[src/design/u8va_pkg.sv]
// Shared types, constants and the code point lookup for the UTF-8 to ASCII block.
// Used by u8va_decode and utf8_vietnamese_to_ascii; depends on nothing else.
`default_nettype none

package u8va_pkg;

  localparam int unsigned CP_W    = 21;
  localparam int unsigned PEND_W  = 2;

  localparam logic [7:0] UNKNOWN_CHAR  = 8'h3F;
  localparam logic [7:0] ASCII_LIMIT   = 8'h80;
  localparam logic [7:0] LEAD2_MASK    = 8'hE0;
  localparam logic [7:0] LEAD2_CODE    = 8'hC0;
  localparam logic [7:0] LEAD3_MASK    = 8'hF0;
  localparam logic [7:0] LEAD3_CODE    = 8'hE0;
  localparam logic [7:0] LEAD4_MASK    = 8'hF8;
  localparam logic [7:0] LEAD4_CODE    = 8'hF0;
  localparam logic [7:0] CONT_MASK     = 8'hC0;
  localparam logic [7:0] CONT_CODE     = 8'h80;

  // Register index of the enable register in the config space
  localparam logic REG_ENABLE = 1'b0;

  // Decoder state carried from one beat to the next
  typedef struct packed {
    logic [PEND_W-1:0] pend;
    logic [CP_W-1:0]   accum;
  } dec_state_t;

  // What one beat produces
  typedef struct packed {
    logic       emit;
    logic [7:0] ch;
  } dec_result_t;

  function automatic logic [7:0] map_code_point(input logic [CP_W-1:0] cp);
    logic [7:0] ch;
    ch = UNKNOWN_CHAR;
    if (cp < CP_W'(ASCII_LIMIT)) begin
      ch = cp[7:0];
    end else begin
      unique case (cp)
        21'h0111: ch = "d";
        21'h0110: ch = "D";
        21'h00E1, 21'h00E0, 21'h1EA3, 21'h00E3, 21'h1EA1, 21'h0103, 21'h1EAF,
        21'h1EB1, 21'h1EB3, 21'h1EB5, 21'h1EB7, 21'h00E2, 21'h1EA5, 21'h1EA7,
        21'h1EA9, 21'h1EAB, 21'h1EAD: ch = "a";
        21'h00C1, 21'h00C0, 21'h1EA2, 21'h00C3, 21'h1EA0, 21'h0102, 21'h1EAE,
        21'h1EB0, 21'h1EB2, 21'h1EB4, 21'h1EB6, 21'h00C2, 21'h1EA4, 21'h1EA6,
        21'h1EA8, 21'h1EAA, 21'h1EAC: ch = "A";
        21'h00E9, 21'h00E8, 21'h1EBB, 21'h1EBD, 21'h1EB9, 21'h00EA, 21'h1EBF,
        21'h1EC1, 21'h1EC3, 21'h1EC5, 21'h1EC7: ch = "e";
        21'h00C9, 21'h00C8, 21'h1EBA, 21'h1EBC, 21'h1EB8, 21'h00CA, 21'h1EBE,
        21'h1EC0, 21'h1EC2, 21'h1EC4, 21'h1EC6: ch = "E";
        21'h00ED, 21'h00EC, 21'h1EC9, 21'h0129, 21'h1ECB: ch = "i";
        21'h00CD, 21'h00CC, 21'h1EC8, 21'h0128, 21'h1ECA: ch = "I";
        21'h00F3, 21'h00F2, 21'h1ECF, 21'h00F5, 21'h1ECD, 21'h00F4, 21'h1ED1,
        21'h1ED3, 21'h1ED5, 21'h1ED7, 21'h1ED9, 21'h01A1, 21'h1EDB, 21'h1EDD,
        21'h1EDF, 21'h1EE1, 21'h1EE3, 21'h00B0, 21'h00BA: ch = "o";
        21'h00D3, 21'h00D2, 21'h1ECE, 21'h00D5, 21'h1ECC, 21'h00D4, 21'h1ED0,
        21'h1ED2, 21'h1ED4, 21'h1ED6, 21'h1ED8, 21'h01A0, 21'h1EDA, 21'h1EDC,
        21'h1EDE, 21'h1EE0, 21'h1EE2: ch = "O";
        21'h00FA, 21'h00F9, 21'h1EE7, 21'h0169, 21'h1EE5, 21'h01B0, 21'h1EE9,
        21'h1EEB, 21'h1EED, 21'h1EEF, 21'h1EF1, 21'h00B5, 21'h03BC: ch = "u";
        21'h00DA, 21'h00D9, 21'h1EE6, 21'h0168, 21'h1EE4, 21'h01AF, 21'h1EE8,
        21'h1EEA, 21'h1EEC, 21'h1EEE, 21'h1EF0: ch = "U";
        21'h00FD, 21'h1EF3, 21'h1EF7, 21'h1EF9, 21'h1EF5: ch = "y";
        21'h00DD, 21'h1EF2, 21'h1EF6, 21'h1EF8, 21'h1EF4: ch = "Y";
        21'h2103: ch = "C";
        21'h2109: ch = "F";
        21'h00D7: ch = "x";
        21'h00F7: ch = "/";
        21'h2192: ch = ">";
        21'h2190: ch = "<";
        21'h2013, 21'h2014: ch = "-";
        21'h201C, 21'h201D: ch = "\"";
        21'h2018, 21'h2019: ch = "'";
        21'h2026: ch = ".";
        default: ch = UNKNOWN_CHAR;
      endcase
    end
    return ch;
  endfunction

endpackage

`default_nettype wire

[src/design/u8va_decode.sv]
// Next-state and result logic of the UTF-8 decoder for one byte.
// Depends on u8va_pkg (state/result structs, lead byte codes, lookup function).
`default_nettype none

module u8va_decode (
  input  wire logic                  en,
  input  wire logic [7:0]            byte_in,
  input  wire logic                  last,
  input  wire u8va_pkg::dec_state_t  state,
  output u8va_pkg::dec_state_t       state_nxt,
  output u8va_pkg::dec_result_t      result
);

  logic                        is_cont;
  logic [u8va_pkg::CP_W-1:0]   accum_shift;
  logic [u8va_pkg::PEND_W-1:0] pend_dec;

  assign is_cont     = (byte_in & u8va_pkg::CONT_MASK) == u8va_pkg::CONT_CODE;
  assign accum_shift = {state.accum[u8va_pkg::CP_W-7:0], byte_in[5:0]};
  assign pend_dec    = state.pend - u8va_pkg::PEND_W'(1);

  always_comb begin
    state_nxt  = state;
    result.emit = 1'b0;
    result.ch   = u8va_pkg::UNKNOWN_CHAR;
    if (!en) begin
      // raw pass-through, drop any partial sequence
      state_nxt   = '0;
      result.emit = 1'b1;
      result.ch   = byte_in;
    end else if (state.pend == '0) begin
      if (byte_in < u8va_pkg::ASCII_LIMIT) begin
        result.emit = 1'b1;
        result.ch   = byte_in;
      end else if ((byte_in & u8va_pkg::LEAD2_MASK) == u8va_pkg::LEAD2_CODE ||
                   (byte_in & u8va_pkg::LEAD3_MASK) == u8va_pkg::LEAD3_CODE ||
                   (byte_in & u8va_pkg::LEAD4_MASK) == u8va_pkg::LEAD4_CODE) begin
        if (last) begin
          state_nxt   = '0;
          result.emit = 1'b1;
        end else if ((byte_in & u8va_pkg::LEAD2_MASK) == u8va_pkg::LEAD2_CODE) begin
          state_nxt.pend  = u8va_pkg::PEND_W'(1);
          state_nxt.accum = u8va_pkg::CP_W'(byte_in[4:0]);
        end else if ((byte_in & u8va_pkg::LEAD3_MASK) == u8va_pkg::LEAD3_CODE) begin
          state_nxt.pend  = u8va_pkg::PEND_W'(2);
          state_nxt.accum = u8va_pkg::CP_W'(byte_in[3:0]);
        end else begin
          state_nxt.pend  = u8va_pkg::PEND_W'(3);
          state_nxt.accum = u8va_pkg::CP_W'(byte_in[2:0]);
        end
      end
      // stray continuation or invalid lead: drop, state unchanged
    end else if (!is_cont) begin
      state_nxt   = '0;
      result.emit = 1'b1;
    end else if (pend_dec == '0) begin
      state_nxt   = '0;
      result.emit = 1'b1;
      result.ch   = u8va_pkg::map_code_point(accum_shift);
    end else if (last) begin
      state_nxt   = '0;
      result.emit = 1'b1;
    end else begin
      state_nxt.pend  = pend_dec;
      state_nxt.accum = accum_shift;
    end
  end

endmodule

`default_nettype wire

[src/design/utf8_vietnamese_to_ascii.sv]
// Top level of the UTF-8 to ASCII transliterator: handshake pipeline and APB registers.
// Depends on u8va_pkg and u8va_decode.
`default_nettype none

// Decodes a UTF-8 byte stream, one byte per beat, into single ASCII characters.
// Bytes below 0x80 pass through; a complete two-, three- or four-byte sequence
// produces one character from the Vietnamese/symbol table, or '?' if the code
// point is not listed (code points below 0x80, overlong forms included, pass
// through as that character). Lead bytes and continuation bytes that only
// build up a sequence produce no output beat, nor do stray continuation bytes
// or bytes 0xF8..0xFF seen outside a sequence. A sequence broken by a
// non-continuation byte, or cut off by a beat flagged as last, gives '?'.
// out_end_of_text copies the last-byte flag of the input beat that caused the
// output. With transliterate_enable (APB address 0, bit 0, reset 1) cleared,
// every byte is forwarded raw and any partial sequence is discarded; change
// it only while the block is idle. Throughput is one byte per clock while the
// output is not stalled: a beat is held in the input register, is decoded there
// by a single pass of combinational logic (table lookup included), and lands in
// the output register. The input register refills whenever it is empty or
// drains in the same cycle.

module utf8_vietnamese_to_ascii (
  input  wire logic        clk,
  input  wire logic        rst_n,
  // input byte stream
  input  wire logic        in_valid,
  output logic             in_ready,
  input  wire logic [7:0]  in_byte,
  input  wire logic        in_last_byte,
  // output character stream
  output logic             out_valid,
  input  wire logic        out_ready,
  output logic [7:0]       out_ascii_char,
  output logic             out_end_of_text,
  // configuration
  input  wire logic        psel,
  input  wire logic        penable,
  input  wire logic        pwrite,
  input  wire logic [2:0]  paddr,
  input  wire logic [31:0] pwdata,
  output logic [31:0]      prdata,
  output logic             pready
);

  // ---------------- configuration ----------------
  logic en_r, en_nxt;
  logic cfg_wr;

  assign pready = 1'b1;
  assign cfg_wr = psel && penable && pwrite && pready;

  // Register index is paddr[2]; byte lanes below it are ignored
  always_comb begin
    en_nxt = en_r;
    if (cfg_wr && paddr[2] == u8va_pkg::REG_ENABLE) begin
      en_nxt = pwdata[0];
    end
  end

  assign prdata = (paddr[2] == u8va_pkg::REG_ENABLE) ? {31'b0, en_r} : 32'b0;

  always_ff @(posedge clk) begin
    if (!rst_n) begin
      en_r <= 1'b1;
    end else begin
      en_r <= en_nxt;
    end
  end

  // ---------------- output register state ----------------
  logic       out_valid_r, out_valid_nxt;
  logic [7:0] out_char_r, out_char_nxt;
  logic       out_eot_r, out_eot_nxt;

  // ---------------- input register ----------------
  logic       s1_valid_r, s1_valid_nxt;
  logic [7:0] s1_byte_r, s1_byte_nxt;
  logic       s1_last_r, s1_last_nxt;
  logic       s1_adv;
  logic       in_acc;

  // The decode stage advances when the output register can take its result
  assign s1_adv   = s1_valid_r && (!out_valid_r || out_ready);
  assign in_ready = !s1_valid_r || s1_adv;
  assign in_acc   = in_valid && in_ready;

  always_comb begin
    s1_valid_nxt = s1_valid_r;
    s1_byte_nxt  = s1_byte_r;
    s1_last_nxt  = s1_last_r;
    if (in_acc) begin
      s1_valid_nxt = 1'b1;
      s1_byte_nxt  = in_byte;
      s1_last_nxt  = in_last_byte;
    end else if (s1_adv) begin
      s1_valid_nxt = 1'b0;
    end
  end

  always_ff @(posedge clk) begin
    if (!rst_n) begin
      s1_valid_r <= 1'b0;
    end else begin
      s1_valid_r <= s1_valid_nxt;
    end
    s1_byte_r <= s1_byte_nxt;
    s1_last_r <= s1_last_nxt;
  end

  // ---------------- decoder state and logic ----------------
  u8va_pkg::dec_state_t  st_r, st_nxt, st_dec;
  u8va_pkg::dec_result_t res;

  u8va_decode u_decode (
    .en        (en_r),
    .byte_in   (s1_byte_r),
    .last      (s1_last_r),
    .state     (st_r),
    .state_nxt (st_dec),
    .result    (res)
  );

  // Commit the decoder state only for the beat that leaves the input register
  assign st_nxt = s1_adv ? st_dec : st_r;

  always_ff @(posedge clk) begin
    if (!rst_n) begin
      st_r <= '0;
    end else begin
      st_r <= st_nxt;
    end
  end

  // ---------------- output register ----------------
  always_comb begin
    out_valid_nxt = out_valid_r;
    out_char_nxt  = out_char_r;
    out_eot_nxt   = out_eot_r;
    if (s1_adv) begin
      // load a result, or go empty on a beat that drops
      out_valid_nxt = res.emit;
      out_char_nxt  = res.ch;
      out_eot_nxt   = s1_last_r;
    end else if (out_ready) begin
      out_valid_nxt = 1'b0;
    end
  end

  always_ff @(posedge clk) begin
    if (!rst_n) begin
      out_valid_r <= 1'b0;
    end else begin
      out_valid_r <= out_valid_nxt;
    end
    out_char_r <= out_char_nxt;
    out_eot_r  <= out_eot_nxt;
  end

  assign out_valid       = out_valid_r;
  assign out_ascii_char  = out_char_r;
  assign out_end_of_text = out_eot_r;

  // ---------------- assertions ----------------
  // No sequence pending means the accumulator was cleared
  a_idle_accum_zero: assert property (@(posedge clk) disable iff (!rst_n)
    st_r.pend == '0 |-> st_r.accum == '0)
    else $error("accumulator nonzero with no sequence pending");

  // A stalled output holds the byte in the input register
  a_s1_holds: assert property (@(posedge clk) disable iff (!rst_n)
    s1_valid_r && out_valid_r && !out_ready |=> s1_valid_r && $stable(s1_byte_r))
    else $error("input register lost a beat under output stall");

  // A disabled beat leaves no sequence pending
  a_disable_clears: assert property (@(posedge clk) disable iff (!rst_n)
    s1_adv && !en_r |=> st_r.pend == '0)
    else $error("sequence left pending after a pass-through beat");

  // A beat flagged as last always leaves the decoder idle
  a_last_clears: assert property (@(posedge clk) disable iff (!rst_n)
    s1_adv && s1_last_r |=> st_r.pend == '0)
    else $error("sequence left pending after the last byte");

  // A beat taken with one continuation byte pending always shows up at the output
  a_cont_emits: assert property (@(posedge clk) disable iff (!rst_n)
    s1_adv && en_r && st_r.pend == u8va_pkg::PEND_W'(1) |=> out_valid_r)
    else $error("final byte of a sequence produced no output");

endmodule

`default_nettype wire

[config.mk]
export PLATFORM = sky130hd
export DESIGN_NAME = utf8_vietnamese_to_ascii
export DESIGN_NICKNAME = d
export VERILOG_FILES = /design/src/design/u8va_pkg.sv /design/src/design/u8va_decode.sv /design/src/design/utf8_vietnamese_to_ascii.sv
export SDC_FILE = /design/constraint.sdc
export NUM_CORES = 1
export LEC_CHECK = 0
export BUFFER_PORTS_ARGS = -buffer_cell sky130_fd_sc_hd__buf_2
export CAP_MARGIN = 40
export CORE_MARGIN = 2
export CORE_UTILIZATION = 50
export DETAILED_ROUTE_END_ITERATION = 10
export PLACE_DENSITY = 0.76
export SLEW_MARGIN = 20
export SYNTH_ARGS = -nofsm -noshare
export SYNTH_HDL_FRONTEND = slang
export SYNTH_SLANG_ARGS = --single-unit
[constraint.sdc]
create_clock -name clk -period 4.01 [get_ports clk]
set_input_delay 0.401 -clock clk [delete_from_list [all_inputs] [get_ports clk]]
set_output_delay 0.401 -clock clk [all_outputs]
set_load 0.05 [all_outputs]
==> run_results.csv <==
group,metric,value,unit
worst_setup_path,crit_chain,"and4b_1, mux2i_1, a21oi_1, nor4b_1, nand4_1, a211oi_1, o21ai_2",
floorplanning,die-area,7770,µm²
power,intPower,0.000604,W
finish,fill_cells,651,
worst_setup_path,reg2reg_depth,7,
cts,htree_levels,2,
grt,grt_start_max_net_pins,23,
detailed_routing,finalWirelength,10600,µm
finish,num-nets-final,503,
floorplanning,ios,95,
cts,ctsRootBufferMaster,"clkbuf_8",
yosys,synth_compound_area_frac,0.187,
cts,clockBufferDepth,2,
sta,min_period,3.14,ns
detailed_routing,vias_per_cell,6.62,
yosys,ys_warn_count,0,
yosys,ys.flop_type,"dfxtp_1",
sta,fin_ws,0.871,ns
worst_setup_path,rrSetupSlack,0.87,ns
power,netSwitchingPower,0.000324,W
cts,cts_setup_buffers,0,
floorplanning,fp.dieW,88.2,µm
sta,post-route-period-util,0.783,
floorplanning,start_util,0.518,
placed_design,gp_congestion,1.14,
power,power_density,252,nW/µm²
yosys,synth-edff-count,18,
power,p_clk_frac,0.305,
placed_design,hpwl,7700,µm
worst_setup_path,r2r_end,"out_ascii_char[6]",
sta,tns,0,ns
min_path,min_to,"s1_byte_r[3]",
grt,grt_usage,0.272,
placed_design,io_buffers,29,
worst_setup_path,cp_top_family,"simple AND/OR/NAND/NOR gates",
finish,n_antenna_cell,0,
worst_setup_path,cp_num_buf_inv,0,
yosys,synth_mux_area_frac,0.00565,
power,leakagePower,1.28,nW
grt,grt_pass1_wl,16400,µm
yosys,synth_cells,439,
worst_setup_path,worstSetupPathDepth,7,
power,pwr-share-comb,0.214,
detailed_routing,antenna_left,0,
sta,slew_headroom,0.422,
placed_design,place_ws,1.03,ns
detailed_routing,first_pass_iters,5,
grt,overflow,0,
sta,setup_viol_count_final,0,
status,outcome,"completed",
worst_setup_path,cp_slowest_cell,"dfxtp_1",
floorplanning,coreArea,6830,µm²
worst_setup_path,critPathLaunchType,"flip-flop",
floorplanning,fp.dieH,88.2,µm
worst_setup_path,crit_path_max_fanout,15,
power,swShare,0.349,
sta,rsz0062_at_grt,"false",
cts,ctsResizeCount,0,
yosys,syn_area_per_cell,8.07,µm²
grt,grt_pass1_vias,3210,
yosys,synth_adder_area_share,0.00707,
power,p_seq_frac,0.482,
detailed_routing,routedWlPerCell,19.4,µm
cts,numClockSinks,38,
worst_setup_path,arrival,3.19,ns
detailed_routing,drtIter0Drc,563,
worst_setup_path,cp.required,4.06,ns
sta,slew_violations,0,
min_path,min_from,"in_byte[3]",
yosys,yosys.cell_types.count,74,
worst_setup_path,end_kind,"flip-flop",
worst_setup_path,crit_type,"flip-flop to flip-flop",
yosys,synthArstFlopShare,0,
cts,clk_pin_slew,0.08,ns
min_path,hold_path_depth,1,
finish,final_cell_mix,"nand2_1 (39), conb_1 (32), nor2_1 (30)",
worst_setup_path,r2r_start,"st_r[0]",
cts,tritoncts,"done",
worst_setup_path,cpPeakStageDelay,0.67,ns
yosys,synth-xor-area-share,0.00495,
job,max-cap-violations,0,
finish,final_layout_size_suffix_gt1_frac,0.171,
cts,cts_buffers,5,
sta,worst_slew_pin_slew,0.867,ns
cts,ctsHoldBuffers,0,
power,peakVddDrop,232,µV
sta,hold_viol,0,
floorplanning,row_count,30,
yosys,synth_top_family_by_area,"simple AND/OR/NAND/NOR gates",
finish,area_growth,3.92,%
detailed_routing,num_vias,3620,
min_path,hold_path.class,"primary input to flip-flop",
grt,antenna_found_initial,0,
sta,fmax,0.319,GHz
sta,skew,0.00731,ns
finish,final_common_cell,"nand2_1",
cts,clk_latency,0.29,ns
yosys,yosysSeqAreaShare,0.266,
detailed_routing,drc,0,
power,total_power,0.000927,W
yosys,ys_ff_latch,38,
yosys,synth-simple-area-share,0.400,
yosys,synth_area,3540,µm²
## power by group through the flow
stage / combinational [W] / sequential, W / clock [W]
final: 0.000198 / 0.000446 / 0.000282
after global routing: 0.000210 / 0.000447 / 0.000298
after CTS: 0.000195 / 0.000444 / 0.000286
after detailed placement: 0.000194 / 0.000453 / 0
after global placement: 0.000193 / 0.000453 / 0
after floorplan: 0.000180 / 0.000450 / 0
## Yosys cell counts (3+ instances only)
cell type,count,area [µm²]
a211oi_1,4,30.0
a21boi_0,10,75.1
a21oi_1,18,90.1
a22oi_1,6,45.0
a31oi_1,5,31.3
a32o_1,3,30.0
a32oi_1,3,26.3
and2_1,4,25.0
buf_2,23,115
buf_4,32,240
buf_6,3,33.8
clkbuf_1,9,33.8
dfxtp_1,20,400
edfxtp_1,18,541
inv_1,7,26.3
nand2_1,39,146
nand2b_1,7,43.8
nand3_1,22,110
nand3b_1,3,22.5
nand4_1,12,75.1
nand4b_1,4,35.0
nand4bb_1,3,33.8
nor2_1,30,113
nor2b_1,17,106
nor3_1,22,110
nor4_1,15,93.8
nor4_2,4,50.1
nor4b_1,5,43.8
nor4bb_1,4,40.0
o211ai_1,4,30.0
o21ai_0,9,45.0
o22ai_1,3,18.8
o32ai_1,5,43.8
or2_2,5,31.3
or3_1,3,18.8
or4_1,6,45.0
or4_4,4,45.0
or4b_2,3,30.0
## sequential cells by signal, summed over array words and instances (netlist names)
name and cells:
en_r 1, out_valid 1, s1_last_r 1, st_r 17
s1_byte_r 8, out_ascii_char 8, out_end_of_text 1, s1_valid_r 1
## kinds of logic (layout without fill, tap and decap cells)
kind of cell / after synthesis / count (layout)
AND/OR/NAND/NOR: 229 / 229
AO/OA/AOI/OAI: 90 / 90
buffers and inverters: 74 / 56
flip-flops: 38 / 38
adder cells (fa/ha/maj): 2 / 2
other: 2 / 32
XOR/XNOR: 2 / 2
multiplexers: 2 / 2
## metal layers
layer	track usage	share of wire	vias to the layer above
met5	0	0	-
met4	0.118	0.042	0
met3	0.0368	0.096	50
met2	0.445	0.46	286
met1	0.359	0.40	1651
li1	-	-	1633
## stage by stage
step | instance area, µm² | utilization | hold slack (ns) | instances
3_3_place_gp | 3590 | 0.525 | 0.465 | 539
5_1_grt | 3680 | 0.539 | 0.267 | 547
4_1_cts | 3680 | 0.539 | 0.270 | 547
3_5_place_dp | 3590 | 0.525 | 0.468 | 539
6_report | 3680 | 0.539 | 0.276 | 547
2_1_floorplan | 3650 | - | 0.441 | 469
## layout make-up
type                    instances  area, µm²  share of cell area
clock buffers                   6       82.6              0.0224
multi-input cells             357       2260               0.615
clock inverters                 2       11.3             0.00306
flip-flops and latches         38        941               0.256
well taps                      96        120              0.0326
repair buffers                 41        235              0.0639
inverters                       7       26.3             0.00714
## worst max-delay path by stage
stage / start / endpoint / slack (ns)
floorplan: st_r[21] / out_ascii_char[0] / 1.63
global placement: s1_byte_r[4] / out_ascii_char[6] / 1.04
detailed placement: s1_byte_r[4] / out_ascii_char[6] / 1.03
CTS: s1_byte_r[4] / out_ascii_char[6] / 1.01
global route: st_r[0] / out_ascii_char[6] / 0.72
finish: st_r[0] / out_ascii_char[6] / 0.87
(Power assumes the default switching activity.)
